<file path="config.mk">
export PLATFORM = sky130hd
export DESIGN_NAME = dht_ctrl
export DESIGN_NICKNAME = d
export VERILOG_FILES = /design/src/hw/rtl/dht_pkg.sv /design/src/hw/rtl/dht_ctrl.sv
export SDC_FILE = /design/constraint.sdc
export NUM_CORES = 1
export LEC_CHECK = 0
export ABC_CLOCK_PERIOD_IN_PS = 1400
export BUFFER_PORTS_ARGS = -buffer_cell sky130_fd_sc_hd__buf_2
export CORE_AREA = 2 2 39 41
export CTS_CLUSTER_SIZE = 40
export DETAILED_ROUTE_END_ITERATION = 8
export DIE_AREA = 0 0 41 43
export PLACE_DENSITY_LB_ADDON = 0.2
export SYNTH_ARGS = -nofsm -noshare
export SYNTH_HDL_FRONTEND = slang
export SYNTH_SLANG_ARGS = --single-unit
</file>
<file path="constraint.sdc">
create_clock -name clock -period 1.4 [get_ports clock]
set_input_delay 0.07 -clock clock [delete_from_list [all_inputs] [get_ports clock]]
set_output_delay 0.07 -clock clock [all_outputs]
set_load 0.01 [all_outputs]
</file>
<file path="src/hw/rtl/dht_pkg.sv">
// ----------------------------------------------------------------------------
// dht_pkg
// Shared types and constants for the double-hashing key/value table.
// ----------------------------------------------------------------------------
package dht_pkg;

   localparam int STORE_DEPTH = 2048;
   localparam int IDX_W       = $clog2(STORE_DEPTH);
   localparam int SIZE_W      = 12;
   localparam int REH_W       = 11;
   localparam int CNT_W       = 12;
   localparam int SLOT_W      = 11;

   localparam logic [SIZE_W-1:0] SIZE_RESET   = SIZE_W'(43);
   localparam logic [REH_W-1:0]  REHASH_RESET = REH_W'(41);
   localparam logic [CNT_W-1:0]  COUNT_MAX    = {CNT_W{1'b1}};

   // Slot status codes.
   localparam logic [1:0] ST_EMPTY = 2'd0;
   localparam logic [1:0] ST_LIVE  = 2'd1;
   localparam logic [1:0] ST_TOMB  = 2'd2;

   // Operation codes.
   localparam logic [1:0] OP_FIND   = 2'd0;
   localparam logic [1:0] OP_INSERT = 2'd1;
   localparam logic [1:0] OP_DELETE = 2'd2;

   // Register addresses (byte).
   localparam logic [2:0] ADDR_SIZE   = 3'd0;
   localparam logic [2:0] ADDR_REHASH = 3'd4;

   typedef struct packed {
      logic [1:0]  opcode;
      logic [31:0] key;
      logic [31:0] value_in;
   } req_type;

   typedef struct packed {
      logic              found;
      logic [31:0]       value_out;
      logic [SLOT_W-1:0] slot_index;
      logic              table_full;
      logic [CNT_W-1:0]  entry_count;
   } rsp_type;

   // Controller to datapath commands.
   typedef struct packed {
      logic load;      // capture request, start remainders
      logic div_step;  // one remainder step
      logic fix_step;  // set up the probe sequence
      logic rd_issue;  // read slot at probe pointer
      logic eval;      // evaluate the slot read
      logic finish;    // apply update and emit result
   } dht_cmd_type;

   // Datapath to controller status.
   typedef struct packed {
      logic div_done;
      logic probe_end;
   } dht_sts_type;

endpackage

</file>
<file path="src/hw/rtl/dht_ctrl.sv">
// ----------------------------------------------------------------------------
// dht_ctrl
// Sequencer for one table operation: remainders, probe loop, update.
// ----------------------------------------------------------------------------
module dht_ctrl (
   input  logic                 clock,
   input  logic                 reset,
   input  logic                 start,
   input  dht_pkg::dht_sts_type sts,
   output dht_pkg::dht_cmd_type cmd,
   output logic                 busy
);
   import dht_pkg::*;

   typedef enum logic [5:0] {
      S_IDLE = 6'b000001,
      S_DIV  = 6'b000010,
      S_FIX  = 6'b000100,
      S_RD   = 6'b001000,
      S_EVAL = 6'b010000,
      S_FIN  = 6'b100000
   } state_type;

   state_type state_ff, state_in;

   // Next state.
   always_comb begin
      state_in = state_ff;
      unique case (state_ff)
         S_IDLE: if (start) state_in = S_DIV;
         S_DIV:  if (sts.div_done) state_in = S_FIX;
         S_FIX:  state_in = S_RD;
         S_RD:   state_in = S_EVAL;
         S_EVAL: state_in = sts.probe_end ? S_FIN : S_RD;
         S_FIN:  state_in = S_IDLE;
         default: state_in = S_IDLE;
      endcase
   end

   always_ff @(posedge clock) begin
      if (reset) state_ff <= S_IDLE;
      else       state_ff <= state_in;
   end

   // Command decode.
   always_comb begin
      cmd          = '0;
      cmd.load     = (state_ff == S_IDLE) && start;
      cmd.div_step = (state_ff == S_DIV);
      cmd.fix_step = (state_ff == S_FIX);
      cmd.rd_issue = (state_ff == S_RD);
      cmd.eval     = (state_ff == S_EVAL);
      cmd.finish   = (state_ff == S_FIN);
   end

   assign busy = (state_ff != S_IDLE);

   a_load_idle: assert property (@(posedge clock) disable iff (reset)
      cmd.load |=> state_ff == S_DIV) else $error("load did not start division");
   a_fin_idle: assert property (@(posedge clock) disable iff (reset)
      cmd.finish |=> !busy) else $error("finish did not return to idle");
   a_eval_after_rd: assert property (@(posedge clock) disable iff (reset)
      cmd.eval |-> $past(cmd.rd_issue)) else $error("eval without read");

endmodule

</file>
==> results by group <==
CTS
  – CTS root buffer: clkbuf_4
  – CTS tree: built
  – Clk pin slew, worst setup/hold paths: 40 ps
  – # hold bufs at CTS: 0
  – Skew-Pair Late Insertion Delay: 240 ps
  – Clk buf depth: 2
  – CTS buffer count: 3
  – H-tree depth: 1
  – TritonCTS Sinks: 6

Synth
  – Syn Inst Count: 39
  – Most frequent cell after synthesis: dfxtp_1
  – Syn avg cell area: 8.95 sq um
  – Syn Std Cell Area: 349 sq um
  – Post-synth EDFFs: 0
  – Top cells by area, synth: dfxtp_1 34%, and3_1 7.2%, nor4_4 6.1%
  – Synthesized Nets: 44
  – Synth Warn #: 0
  – Top_reg_cell synth: dfxtp_1
  – Register bit total from synthesis: 6
  – Register area share after synthesis: 34.4%
  – Asr flop ratio synth: 0%
  – Cell taking the most area after synthesis: dfxtp_1
  – Yosys top cell area share: 34.4%
  – Synth cell count leaders: 6 x dfxtp_1, 4 x and3_1, 4 x inv_1
  – Yosys cell types: 24

GRT
  – Initial antenna violation count: 0
  – Tot GR Track Use: 11.5%
  – First-pass GRT wire length: 1320 microns
  – Via count of the first global-routing pass: 336
  – Grt ovf: 0
  – Largest net degree at the start of global routing: 9

STA
  – Period utilization: 99.2%
  – Worst Clk Skew: 3.96 ps
  – Final setup viols: 0
  – Final Hold Fails: 0
  – Minimum clock period: 1390 ps
  – Setup tns final: 0 ps
  – RSZ-0062 raised after global routing: true
  – F_max: 0.720 GHz
  – Final count of pins violating max slew: 0
  – Worst Tran Pin Value: 325 ps
  – Max_slew headroom: 78.1%

Worst setup path
  – Worst path arrival time: 1320 ps
  – Critical path class: register to primary output
  – Crit path max fanout: 5
  – Worst Setup Start Kind: register
  – CP endpoint kind: primary output
  – CP required: 1330 ps

Power
  – Sw frac: 25.9%
  – Peak VDD IR: 0.370 mV
  – Pint: 313 uW
  – Pwr/cell area: 890 nW/um^2
  – Logic pwr share: 19.1%
  – Leak pwr: 0.000244 uW
  – Switch Pwr: 109 uW
  – Seq pwr share: 44.5%
  – Clock share of power: 36.4%

Min path
  – Worst Hold Class: input port to register

Detailed routing
  – Post-DRT Antenna Nets: 0
  – WL final: 803 microns
  – Drt drc: 0
  – Wire per inst: 11.5 microns
  – Vias/cell: 4.97
  – Pre-Repair DR Iteration Count: 2
  – 1st-iter DRT viols: 2
  – Vias: 348

Finish
  – Register Area: 125 sq um
  – Largest regs: state_ff: 6 flops
  – Max reg flops: 6
  – Most flops, register: state_ff
  – Area growth from synthesis to layout: 35.8%
  – Nets: 61
  – Final core occ: 34.3%
  – Area occupied by multi-input gates: 229 sq um
  – # diodes: 0
  – Fillers: 163
  – Layout cell share with drive strength beyond 1: 44.4%

Flow run
  – Max cap viols: 0

Floorplan
  – Core Region: 1380 sq um
  – Starting Density: 25.2%
  – Die Wd: 41 microns
  – I/O pins: 12
  – Die Area: 1760 sq um
  – Die Span Y: 43 microns
  – Rows: 14

Placement
  – GP Congestion: 0.680
  – Hpwl dp: 641 microns
  – Number of port buffers: 11

Status
  – Outcome: completed
worst paths after layout:
kind	depth (start not counted)	to	from	slack (ps)
worst max-delay path	3	cmd[4]	state_ff[4]	10
worst min-delay path	2	state_ff[1]	reset	30
worst max register to register	3	state_ff[0]	state_ff[0]	130
worst min register to register	1	state_ff[0]	state_ff[5]	530
timing repair:
item / in CTS / in global routing
cloned: 0 / 0
endpoints found under the setup margin: 3 / 6
setup buffers: 2 / 0
pin swaps: 2 / 2
resized for setup: 3 / 3
per-layer routing:
layer | up-vias | GRT usage [%] | wire [microns]
met5 | - | 0 | 0
met4 | 0 | 8.00 | 19
met3 | 4 | 4.71 | 56
met2 | 12 | 16.6 | 357
met1 | 152 | 13.1 | 370
li1 | 180 | - | -
cells by family after synthesis:
| kind of cell | count (synthesis) | synth area share, % |
|---|---|---|
| buf+inv | 4 | 4.30 |
| simple gates | 20 | 41.2 |
| xor+xnor | 1 | 2.51 |
| flops | 6 | 34.4 |
| compound gates | 8 | 17.6 |
layout by cell type, fill, tap and decap left out, drive strengths merged:
cell type,synthesis,routed
buf,0,12
and2,1,1
a31o,1,1
clkbuf,0,3
nand3,1,1
o211ai,1,1
a221oi,1,1
nand3b,1,1
nor3,2,2
nor2,2,2
xor2,1,1
dfxtp,6,6
and3b,2,2
and3,4,4
nand4b,1,1
inv,4,4
a21oi,1,1
o21ai,2,2
a211o,1,1
nor4,2,2
nor2b,2,2
nand2,1,1
a31oi,1,1
nand4bb,1,1
worst max-delay path, stage by stage (launching register included):
cell and delay, ps:
dfxtp_1 360, nor4_2 320, and3b_2 260, buf_2 140
metrics by stage:
stage	hold WS, ps	setup slack, ps	total power [uW]	area [sq um]	cells
2_1_floorplan	139	234	239	349	39
3_3_place_gp	279	151	266	424	66
3_5_place_dp	274	150	265	424	66
4_1_cts	26.4	9.66	432	470	71
5_1_grt	32.1	-71.2	449	474	70
6_report	29.4	11.3	422	474	70
layout make-up:
type | count | area share, %
tap | 16 | 4.22
sequential | 6 | 26.4
inverter | 4 | 3.17
timing repair buffer | 12 | 13.2
multi-input combinational | 29 | 48.3
clock buffer | 3 | 4.75
power groups by stage:
stage,clock [uW],combinational [uW],sequential [uW]
CTS,160,83.0,189
detailed placement,0,74.3,191
floorplan,0,50.4,189
global placement,0,75.0,191
global route,171,89.3,189
finish,154,80.6,188
No activity file was read; power rests on OpenSTA's default activity.
